$ cat src/rtl/core/particle_sensor_frame_parser_unit_defines.svh
// ----------------------------------------------------------------------------
// Particle sensor frame parser: assertion macros
// Shared concurrent assertion wrappers, compiled out when ASSERT_OFF is set.
// ----------------------------------------------------------------------------
`ifndef PARTICLE_SENSOR_FRAME_PARSER_UNIT_DEFINES_SVH
`define PARTICLE_SENSOR_FRAME_PARSER_UNIT_DEFINES_SVH

`ifndef ASSERT_OFF

// Property must hold at every clock edge outside reset.
`define PSFP_ASSERT(lbl, clk, rstn, prop) \
  lbl: assert property (@(posedge clk) disable iff (!rstn) (prop)) \
    else $error("psfp assertion failed");

// Condition must never be true outside reset.
`define PSFP_ASSERT_NEVER(lbl, clk, rstn, cond) \
  lbl: assert property (@(posedge clk) disable iff (!rstn) !(cond)) \
    else $error("psfp forbidden condition seen");

`else

`define PSFP_ASSERT(lbl, clk, rstn, prop)
`define PSFP_ASSERT_NEVER(lbl, clk, rstn, cond)

`endif

`endif

$ cat src/rtl/core/psfp_pkg.sv
// ----------------------------------------------------------------------------
// Particle sensor frame parser package
// Shared constants, codes, result type and field slot decode.
// ----------------------------------------------------------------------------
`timescale 1ns / 1ps
`default_nettype none

package psfp_pkg;

  localparam int unsigned FrameBytesDef = 32;
  localparam int unsigned NumFields     = 9;
  localparam int unsigned FieldW        = 16;
  localparam int unsigned SlotW         = 4;

  localparam logic [7:0]  StartFirstRst  = 8'd66;
  localparam logic [7:0]  StartSecondRst = 8'd77;
  localparam logic [15:0] SyncLimitRst   = 16'd1000;

  typedef enum logic [1:0] {
    StatusOk      = 2'd0,
    StatusBadSum  = 2'd1,
    StatusTimeout = 2'd2
  } status_e;

  typedef enum logic [1:0] {
    CfgStartFirst  = 2'd0,
    CfgStartSecond = 2'd1,
    CfgSyncLimit   = 2'd2
  } cfg_idx_e;

  typedef struct packed {
    status_e                             status;
    logic [NumFields-1:0][FieldW-1:0]    field;
  } result_t;

  typedef struct packed {
    logic             hit;
    logic [SlotW-1:0] idx;
  } slot_t;

  // Field slot completed by the low byte at a frame position.
  function automatic slot_t slot_of(logic [7:0] pos);
    slot_t s;
    s.hit = 1'b1;
    s.idx = '0;
    unique case (pos)
      8'd5:    s.idx = 4'd0;
      8'd7:    s.idx = 4'd1;
      8'd9:    s.idx = 4'd2;
      8'd17:   s.idx = 4'd3;
      8'd19:   s.idx = 4'd4;
      8'd21:   s.idx = 4'd5;
      8'd23:   s.idx = 4'd6;
      8'd25:   s.idx = 4'd7;
      8'd27:   s.idx = 4'd8;
      default: s.hit = 1'b0;
    endcase
    return s;
  endfunction

endpackage

`default_nettype wire

$ cat src/rtl/core/psfp_out_buf.sv
// ----------------------------------------------------------------------------
// Particle sensor frame parser: result buffer
// Output register plus skid stage, so results never block byte intake
// unless two results are already waiting.
// ----------------------------------------------------------------------------
`timescale 1ns / 1ps
`default_nettype none

module psfp_out_buf (
  input  wire                clk_i,
  input  wire                rst_ni,
  input  wire                res_valid_i,
  input  psfp_pkg::result_t  res_i,
  output logic               ready_o,
  output logic               out_valid_o,
  input  wire                out_ready_i,
  output psfp_pkg::result_t  out_o
);
  import psfp_pkg::*;

  logic    out_valid_q, out_valid_d;
  logic    skid_valid_q, skid_valid_d;
  result_t out_q, out_d;
  result_t skid_q, skid_d;
  logic    take;

  assign take    = out_valid_q & out_ready_i;
  assign ready_o = ~skid_valid_q;

  always_comb begin
    out_valid_d  = out_valid_q;
    skid_valid_d = skid_valid_q;
    out_d        = out_q;
    skid_d       = skid_q;
    if (skid_valid_q) begin
      // drain the skid stage into the output register
      if (take) begin
        out_d        = skid_q;
        skid_valid_d = 1'b0;
      end
    end else if (res_valid_i) begin
      if (!out_valid_q || take) begin
        out_d       = res_i;
        out_valid_d = 1'b1;
      end else begin
        skid_d       = res_i;
        skid_valid_d = 1'b1;
      end
    end else if (take) begin
      out_valid_d = 1'b0;
    end
  end

  always_ff @(posedge clk_i or negedge rst_ni) begin
    if (!rst_ni) begin
      out_valid_q  <= 1'b0;
      skid_valid_q <= 1'b0;
    end else begin
      out_valid_q  <= out_valid_d;
      skid_valid_q <= skid_valid_d;
    end
  end

  always_ff @(posedge clk_i) begin
    out_q  <= out_d;
    skid_q <= skid_d;
  end

  assign out_valid_o = out_valid_q;
  assign out_o       = out_q;

endmodule

`default_nettype wire

$ cat src/rtl/core/particle_sensor_frame_parser_unit.sv
// ----------------------------------------------------------------------------
// Particle sensor frame parser
// Hunts for the start marker in received serial bytes, collects fixed-length
// frames, checks the 16-bit checksum and emits concentrations and counts.
// ----------------------------------------------------------------------------
// One received byte is taken in every clock cycle unless the skid stage is full; each byte is handled by a
// single marker compare, a 16-bit add and a field store in the same cycle.
// A result (frame end or sync timeout) is presented on the master side from
// the cycle after the byte that caused it, or once the result ahead of it has
// been taken. The result register is backed by a one-entry skid stage, so the
// slave side only stalls while two results wait to be taken. Result tuser
// carries the status (0 ok, 1 checksum mismatch, 2 sync timeout); a timeout
// result has all data fields at zero.
// There is no clearing pass after reset.
`timescale 1ns / 1ps
`default_nettype none

`include "particle_sensor_frame_parser_unit_defines.svh"

module particle_sensor_frame_parser_unit #(
  parameter int unsigned FRAME_BYTES = psfp_pkg::FrameBytesDef
) (
  input  wire           clk_i,
  input  wire           rst_ni,
  // configuration write port
  input  wire           cfg_we_i,
  input  wire  [1:0]    cfg_idx_i,
  input  wire  [15:0]   cfg_wdata_i,
  // received bytes
  input  wire           s_axis_tvalid,
  output logic          s_axis_tready,
  input  wire  [7:0]    s_axis_tdata,   // [7:0] rx_byte
  // results
  output logic          m_axis_tvalid,
  input  wire           m_axis_tready,
  // [15:0] pm1_conc, [31:16] pm25_conc, [47:32] pm10_conc, [63:48] count_03,
  // [79:64] count_05, [95:80] count_1, [111:96] count_25, [127:112] count_5,
  // [143:128] count_10
  output logic [143:0]  m_axis_tdata,
  output logic [1:0]    m_axis_tuser    // [1:0] status
);
  import psfp_pkg::*;

  localparam int unsigned PosW = $clog2(FRAME_BYTES);
  localparam logic [PosW-1:0] PosAfterMark = PosW'(2);
  localparam logic [PosW-1:0] PosHiTrailer = PosW'(FRAME_BYTES - 2);
  localparam logic [PosW-1:0] PosLast      = PosW'(FRAME_BYTES - 1);

  typedef enum logic [1:0] {
    ModeHunt    = 2'b01,
    ModeCollect = 2'b10
  } mode_e;

  mode_e           mode_q, mode_d;
  logic            first_q, first_d;
  logic [PosW-1:0] pos_q, pos_d;
  logic [15:0]     sum_q, sum_d;
  logic [15:0]     tries_q, tries_d;
  logic [7:0]      hold_q, hold_d;
  logic [7:0]      start_first_q, start_second_q;
  logic [15:0]     limit_q;
  logic [NumFields-1:0][FieldW-1:0] store_q;
  logic [NumFields-1:0]             store_en;

  logic        acc;
  logic [7:0]  b;
  logic [15:0] tries_dec;
  slot_t       slot;
  logic        res_valid;
  result_t     res;
  logic        buf_ready;
  result_t     out_res;

  assign b    = s_axis_tdata;
  assign acc  = s_axis_tvalid & buf_ready;
  assign slot = slot_of(8'(pos_q));
  assign tries_dec = (tries_q == 16'd0) ? 16'd0 : tries_q - 16'd1;

  always_comb begin
    mode_d    = mode_q;
    first_d   = first_q;
    pos_d     = pos_q;
    sum_d     = sum_q;
    tries_d   = tries_q;
    hold_d    = hold_q;
    store_en  = '0;
    res_valid = 1'b0;
    res       = '0;
    if (acc) begin
      unique case (mode_q)
        ModeHunt: begin
          tries_d = tries_dec;
          priority if (b == start_first_q) begin
            first_d = 1'b1;
          end else if (first_q && b == start_second_q) begin
            // sync: marker bytes open the checksum
            mode_d  = ModeCollect;
            first_d = 1'b0;
            pos_d   = PosAfterMark;
            sum_d   = {8'h00, start_first_q} + {8'h00, start_second_q};
          end else begin
            first_d = 1'b0;
          end
          if (!(first_q && b != start_first_q && b == start_second_q)
              && tries_dec == 16'd0) begin
            // give up and restart the hunt
            res_valid  = 1'b1;
            res.status = StatusTimeout;
            first_d    = 1'b0;
            tries_d    = limit_q;
          end
        end
        ModeCollect: begin
          if (pos_q < PosHiTrailer) begin
            sum_d = sum_q + {8'h00, b};
            if (slot.hit) begin
              for (int k = 0; k < NumFields; k++) begin
                store_en[k] = (slot.idx == SlotW'(k));
              end
            end else begin
              hold_d = b;
            end
            pos_d = pos_q + PosW'(1);
          end else if (pos_q == PosHiTrailer) begin
            hold_d = b;
            pos_d  = pos_q + PosW'(1);
          end else begin
            res_valid  = 1'b1;
            res.status = ({hold_q, b} == sum_q) ? StatusOk : StatusBadSum;
            res.field  = store_q;
            mode_d     = ModeHunt;
            first_d    = 1'b0;
            pos_d      = '0;
            tries_d    = limit_q;
          end
        end
        default: begin
        end
      endcase
    end
    // limit write while hunting reloads the try counter
    if (cfg_we_i && cfg_idx_i == CfgSyncLimit && mode_q == ModeHunt) begin
      tries_d = cfg_wdata_i;
    end
  end

  always_ff @(posedge clk_i or negedge rst_ni) begin
    if (!rst_ni) begin
      mode_q  <= ModeHunt;
      first_q <= 1'b0;
      pos_q   <= '0;
      sum_q   <= '0;
      tries_q <= SyncLimitRst;
      hold_q  <= '0;
    end else begin
      mode_q  <= mode_d;
      first_q <= first_d;
      pos_q   <= pos_d;
      sum_q   <= sum_d;
      tries_q <= tries_d;
      hold_q  <= hold_d;
    end
  end

  always_ff @(posedge clk_i or negedge rst_ni) begin
    if (!rst_ni) begin
      start_first_q  <= StartFirstRst;
      start_second_q <= StartSecondRst;
      limit_q        <= SyncLimitRst;
    end else if (cfg_we_i) begin
      unique case (cfg_idx_i)
        CfgStartFirst:  start_first_q  <= cfg_wdata_i[7:0];
        CfgStartSecond: start_second_q <= cfg_wdata_i[7:0];
        CfgSyncLimit:   limit_q        <= cfg_wdata_i;
        default: begin
        end
      endcase
    end
  end

  always_ff @(posedge clk_i) begin
    for (int k = 0; k < NumFields; k++) begin
      if (store_en[k]) begin
        store_q[k] <= {hold_q, b};
      end
    end
  end

  psfp_out_buf u_out_buf (
    .clk_i       (clk_i),
    .rst_ni      (rst_ni),
    .res_valid_i (res_valid),
    .res_i       (res),
    .ready_o     (buf_ready),
    .out_valid_o (m_axis_tvalid),
    .out_ready_i (m_axis_tready),
    .out_o       (out_res)
  );

  assign s_axis_tready = buf_ready;
  assign m_axis_tdata  = out_res.field;
  assign m_axis_tuser  = out_res.status;

  `PSFP_ASSERT_NEVER(a_hunt_pos_zero, clk_i, rst_ni, mode_q == ModeHunt && pos_q != '0)
  `PSFP_ASSERT_NEVER(a_collect_pos_range, clk_i, rst_ni,
                     mode_q == ModeCollect && (pos_q < PosAfterMark || pos_q > PosLast))
  `PSFP_ASSERT(a_frame_end_result, clk_i, rst_ni,
               (acc && mode_q == ModeCollect && pos_q == PosLast) |=> m_axis_tvalid)
  `PSFP_ASSERT_NEVER(a_hunt_no_sum_change, clk_i, rst_ni,
                     mode_q == ModeHunt && mode_d == ModeHunt && sum_d != sum_q)

endmodule

`default_nettype wire
$ cat config.mk
export PLATFORM = sky130hd
export DESIGN_NAME = particle_sensor_frame_parser_unit
export DESIGN_NICKNAME = d
export VERILOG_FILES = /design/src/rtl/core/psfp_pkg.sv /design/src/rtl/core/psfp_out_buf.sv /design/src/rtl/core/particle_sensor_frame_parser_unit.sv
export VERILOG_INCLUDE_DIRS = /design/src /design/src/rtl/core
export SDC_FILE = /design/constraint.sdc
export NUM_CORES = 1
export LEC_CHECK = 0
export CORE_MARGIN = 4
export CORE_UTILIZATION = 60
export CTS_CLUSTER_SIZE = 12
export DETAILED_ROUTE_END_ITERATION = 7
export DONT_BUFFER_PORTS = 1
export GPL_ROUTABILITY_DRIVEN = 1
export PLACE_DENSITY_LB_ADDON = 0.25
export SLEW_MARGIN = 15
export SYNTH_ARGS = -nofsm -noshare
export SYNTH_HDL_FRONTEND = slang
export SYNTH_SLANG_ARGS = --single-unit
$ cat constraint.sdc
create_clock -name clk_i -period 54.2 [get_ports clk_i]
set_clock_uncertainty 0.2 [all_clocks]
set_input_delay 2.71 -clock clk_i [delete_from_list [all_inputs] [get_ports clk_i]]
set_output_delay 2.71 -clock clk_i [all_outputs]
set_load 0.02 [all_outputs]
==> tab_implementation.tex <==
\begin{tabular}{lr}
\hline
Metric & Value \\
\hline
\multicolumn{2}{l}{\textbf{Setup path}} \\
Crit-path leading delay family & buffers and inverters \\
Arrival time of data at the critical path endpoint & around 6 ns \\
Delay of the slowest cell on the worst path & approximately 0.89 ns \\
Cells along the critical path & nor2b\_1 > nand2\_1 > nor2\_4 > a31oi\_1 > nor4b\_2 > buf\_4 > buf\_4 \\
Worst r2r dst & u\_out\_buf.skid\_q[58] \\
FF-to-FF Start & tries\_q[0] \\
Endpoint class of the critical path & register \\
Critical Setup Path Class & in -> reg \\
Critical path launch point & s\_axis\_tvalid \\
Setup crit start kind & input port \\
Largest fanout on the critical path & 77 \\
Worst path buffer plus inverter count & 2 \\
Highest-delay cell along the critical path & buf\_4 \\
Data required time of the worst path & 54.18 ns \\
Setup slack of the most critical reg-to-reg path & 48.83 ns \\
Total stage count of the critical path & 7 \\
Dominant cell type by count on the critical path & buf\_4 \\
Count of cells along the worst register-to-register path & 11 \\
\multicolumn{2}{l}{\textbf{GRT}} \\
Maximum number of pins on one net before global-route repair & $\sim$150 \\
Global-route congestion overflow total & 0 \\
All-Layer GR Usage & 0.222 \\
Number of global-route vias before repair & 10700 \\
Antenna violations before repair & 0 \\
Wire length of the first global-routing pass & 63100 um \\
\multicolumn{2}{l}{\textbf{Final layout}} \\
Final \#Nets & $\sim$1400 \\
Final Instance Count excl. Fillers & about 1800 \\
Area grow syn2layout & 10.1\% \\
Core occupancy in the finished layout & 0.672 \\
Fillcell total & 2290 \\
Share of cells above drive strength 1 & 0.119 \\
Antenna diode instance count & 0 \\
\multicolumn{2}{l}{\textbf{Flow run}} \\
Max-capacitance violation count & 0 \\
\multicolumn{2}{l}{\textbf{Timing}} \\
Hold violation count in the final report & 0 \\
Part of the cycle the worst path needs & 0.111 \\
Post-route setup TNS & 0 ns \\
Worst relative slew slack & 0.248 \\
Post-layout min period & 6.04 ns \\
Final-report setup violation count & 0 \\
Worst-Margin Slew & roughly 1.1 ns \\
Setup repair after global routing missed its margin & no \\
Highest attainable clock frequency & 0.165 GHz \\
Worst hold slack across all endpoints & 0.281 ns \\
Final-report max-slew violation count & 0 \\
\multicolumn{2}{l}{\textbf{Route}} \\
Average routed wire per standard cell & around 23 um \\
Vias after detailed routing & 10800 \\
Count of unresolved DRC violations after routing & 0 \\
Iteration-0 DRC count of the detailed router & 829 \\
Count of TritonRoute iterations in the first routing pass & 5 \\
Total routed wirelength & just over 40000 um \\
Post-detailed-route count of antenna-violating nets & 0 \\
Vias/cell & 5.98 \\
\multicolumn{2}{l}{\textbf{Die}} \\
Placeable Area & about 34000 um\^{}2 \\
Count of boundary I/O pins & 179 \\
Die area & between 30000 and 40000 um\^{}2 \\
Height of the die & just under 200 um \\
Chip width & 193 um \\
Std-Cell Rows & 67 \\
Starting utilization of the core area & 0.610 \\
\multicolumn{2}{l}{\textbf{Power}} \\
Pint & 0.648 mW \\
Switching share of total power & 0.205 \\
Share of power burned in combinational logic & 0.053 \\
Power per unit of standard cell area & $\sim$36 nW/um\^{}2 \\
Part of the total power dissipated in the clock network & 0.398 \\
Static Leak & 9.42 nW \\
Proportion of power drawn by flip-flops and latches & 0.550 \\
Switching Power & 0.167 mW \\
Worst supply voltage drop on vdd & 26.1 uV \\
\multicolumn{2}{l}{\textbf{Status}} \\
Run status & completed \\
\multicolumn{2}{l}{\textbf{Clock tree}} \\
H-Tree Level Count & 2 \\
CTS Hold Buffers Added & 0 \\
Number of instances resized during post-cts repair & 0 \\
Clock Latency Late Sink & 0.57 ns \\
TritonCTS Buffers & between 50 and 60 \\
Total clock sinks & 518 \\
Clock tree from TritonCTS & yes \\
Number of buffers between clock root and the deepest sink & 3 \\
Clock input transition at the sequential cells of the worst setup and hold paths & 0.05 ns \\
Buffer cell driving the clock tree root & clkbuf\_16 \\
Post-CTS setup buffer count & 0 \\
\multicolumn{2}{l}{\textbf{Logic synthesis}} \\
Asr flop ratio synth & 0.158 \\
Most common flop cell mapped by yosys & edfxtp\_1 \\
Synthesized flop and latch total & 518 \\
Number of synthesized flops with an enable pin & roughly 440 \\
Net Count, Synth & between 1000 and 1500 \\
Cells after synthesis & 1323 \\
Yosys warning total & 0 \\
Number of distinct library cell variants in the gate-level netlist after synthesis & 61 \\
Largest area contributor in the synthesized netlist & edfxtp\_1 \\
Cell Area, Synth & about 21000 um\^{}2 \\
Synth area leaders & edfxtp\_1 (64\%), dfrtp\_1 (7.7\%), a21o\_1 (5.7\%) \\
Top-area cell type share of the netlist area & 0.636 \\
Avg Synthesized Cell Area & 15.5 um\^{}2 \\
Share of the yosys chip area belonging to registers & 0.737 \\
\multicolumn{2}{l}{\textbf{Placement}} \\
Inst Count DP & 1731 \\
Routability cong. & 0.877 \\
Count of input and output buffers & 0 \\
Placed wire-length estimate & 25800 um \\
\multicolumn{2}{l}{\textbf{Hold path}} \\
Source of the worst hold timing path & limit\_q[4] \\
Hold path cells & 1 \\
Min-delay worst type & reg -> reg \\
End point of the worst hold path & tries\_q[4] \\
\hline
\end{tabular}
==> layout by cell type, fill, tap and decap left out, types with 14 or more instances in the layout <==
cell type  Yosys  layout
a21o_1       156     156
a21oi_1       18      18
and2_1       147     147
buf_4          0      16
clkbuf_1      54      18
clkbuf_16      0      53
dfrtp_1       63      62
dfstp_2       19      19
edfxtp_1     436     436
ha_1          22      22
inv_1         22      22
mux2_2        41      41
nand2_1       53      53
nor2_1        45      42
o21ai_0       27      27
xnor2_1       26      26
xor2_1        14      14
==> power by group through the flow <==
stage / logic, mW / registers (mW) / clock network [mW]
6_report: 0.0430 / 0.448 / 0.324
5_1_grt: 0.0484 / 0.448 / 0.348
4_1_cts: 0.0433 / 0.448 / 0.329
3_5_place_dp: 0.0430 / 0.456 / 0
3_3_place_gp: 0.0418 / 0.456 / 0
2_1_floorplan: 0.0378 / 0.452 / 0
==> stage by stage <==
stage / setup slack (ns) / instance area (um^2) / power (mW)
2_1_floorplan: 34.18 / 20600 / 0.490
3_3_place_gp: 47.76 / 21100 / 0.497
3_5_place_dp: 47.62 / 21100 / 0.499
4_1_cts: 48.22 / 22600 / 0.820
5_1_grt: 47.87 / 22600 / 0.845
6_report: 48.16 / 22600 / 0.814
==> cells by family (layout without fill, tap and decap cells) <==
group,count (synthesis),in the layout,share of synthesized area
flops,518,518,0.737
simple gates,353,353,0.0975
xor+xnor,40,40,0.0170
fa+ha+maj,24,24,0.0153
compound gates,256,256,0.0902
mux,52,52,0.0279
buf+inv,80,122,0.0148
==> final cells by class <==
cell class | instances | area (um^2) | area share
Inverter | 22 | 82.6 | 0.00365
Multi-Input combinational cell | 725 | 5160 | 0.228
Clock buffer | 75 | 1450 | 0.0640
Timing Repair Buffer | 18 | 143 | 0.00630
Sequential cell | 518 | 15200 | 0.670
Clock inverter | 7 | 71.3 | 0.00315
Tap cell | 448 | 561 | 0.0248
==> layer usage <==
| metal | vias up | track usage | wire (um) |
|---|---|---|---|
| li1 | 4970 | - | - |
| met1 | 5478 | 0.310 | 17200 |
| met2 | 337 | 0.369 | 20800 |
| met3 | 59 | 0.0430 | 2550 |
| met4 | 0 | 0.0547 | 863 |
| met5 | - | 0 | 0 |
==> synthesized netlist by cell type, drive strengths merged (18+ instances only) <==
| master | count |
|---|---|
| a21o | 156 |
| a21oi | 18 |
| and2 | 148 |
| clkbuf | 54 |
| dfrtp | 63 |
| dfstp | 19 |
| edfxtp | 436 |
| ha | 22 |
| inv | 22 |
| mux2 | 42 |
| nand2 | 53 |
| nor2 | 45 |
| o21ai | 27 |
| xnor2 | 26 |
==> how the worst max path moves through the flow <==
stage,to,slack [ns]
finish,u_out_buf.skid_q[58],48.16
global route,u_out_buf.skid_q[90],47.87
CTS,u_out_buf.skid_q[90],48.22
detailed placement,u_out_buf.skid_q[40],47.62
global placement,u_out_buf.skid_q[43],47.76
floorplan,u_out_buf.skid_q[0],34.18
==> sequential cells by signal (all words and copies together) (netlist names), 8 cells and up <==
| name | count |
|---|---|
| tries_q | 16 |
| start_first_q | 8 |
| limit_q | 16 |
| u_out_buf.out_o | 146 |
| u_out_buf.skid_q | 146 |
| hold_q | 8 |
| start_second_q | 8 |
| store_q | 144 |
| sum_q | 16 |
==> worst register-to-register path: stages (launching register included) <==
cell	delay [ns]
dfrtp_1	0.42
inv_1	0.07
ha_1	0.20
or3b_2	0.54
nor4_4	0.35
mux2_1	0.36
or3_4	0.41
nor4_4	0.30
a31oi_1	0.16
nor4b_2	0.24
buf_4	0.77
buf_4	0.91
(Power assumes the default switching activity.)
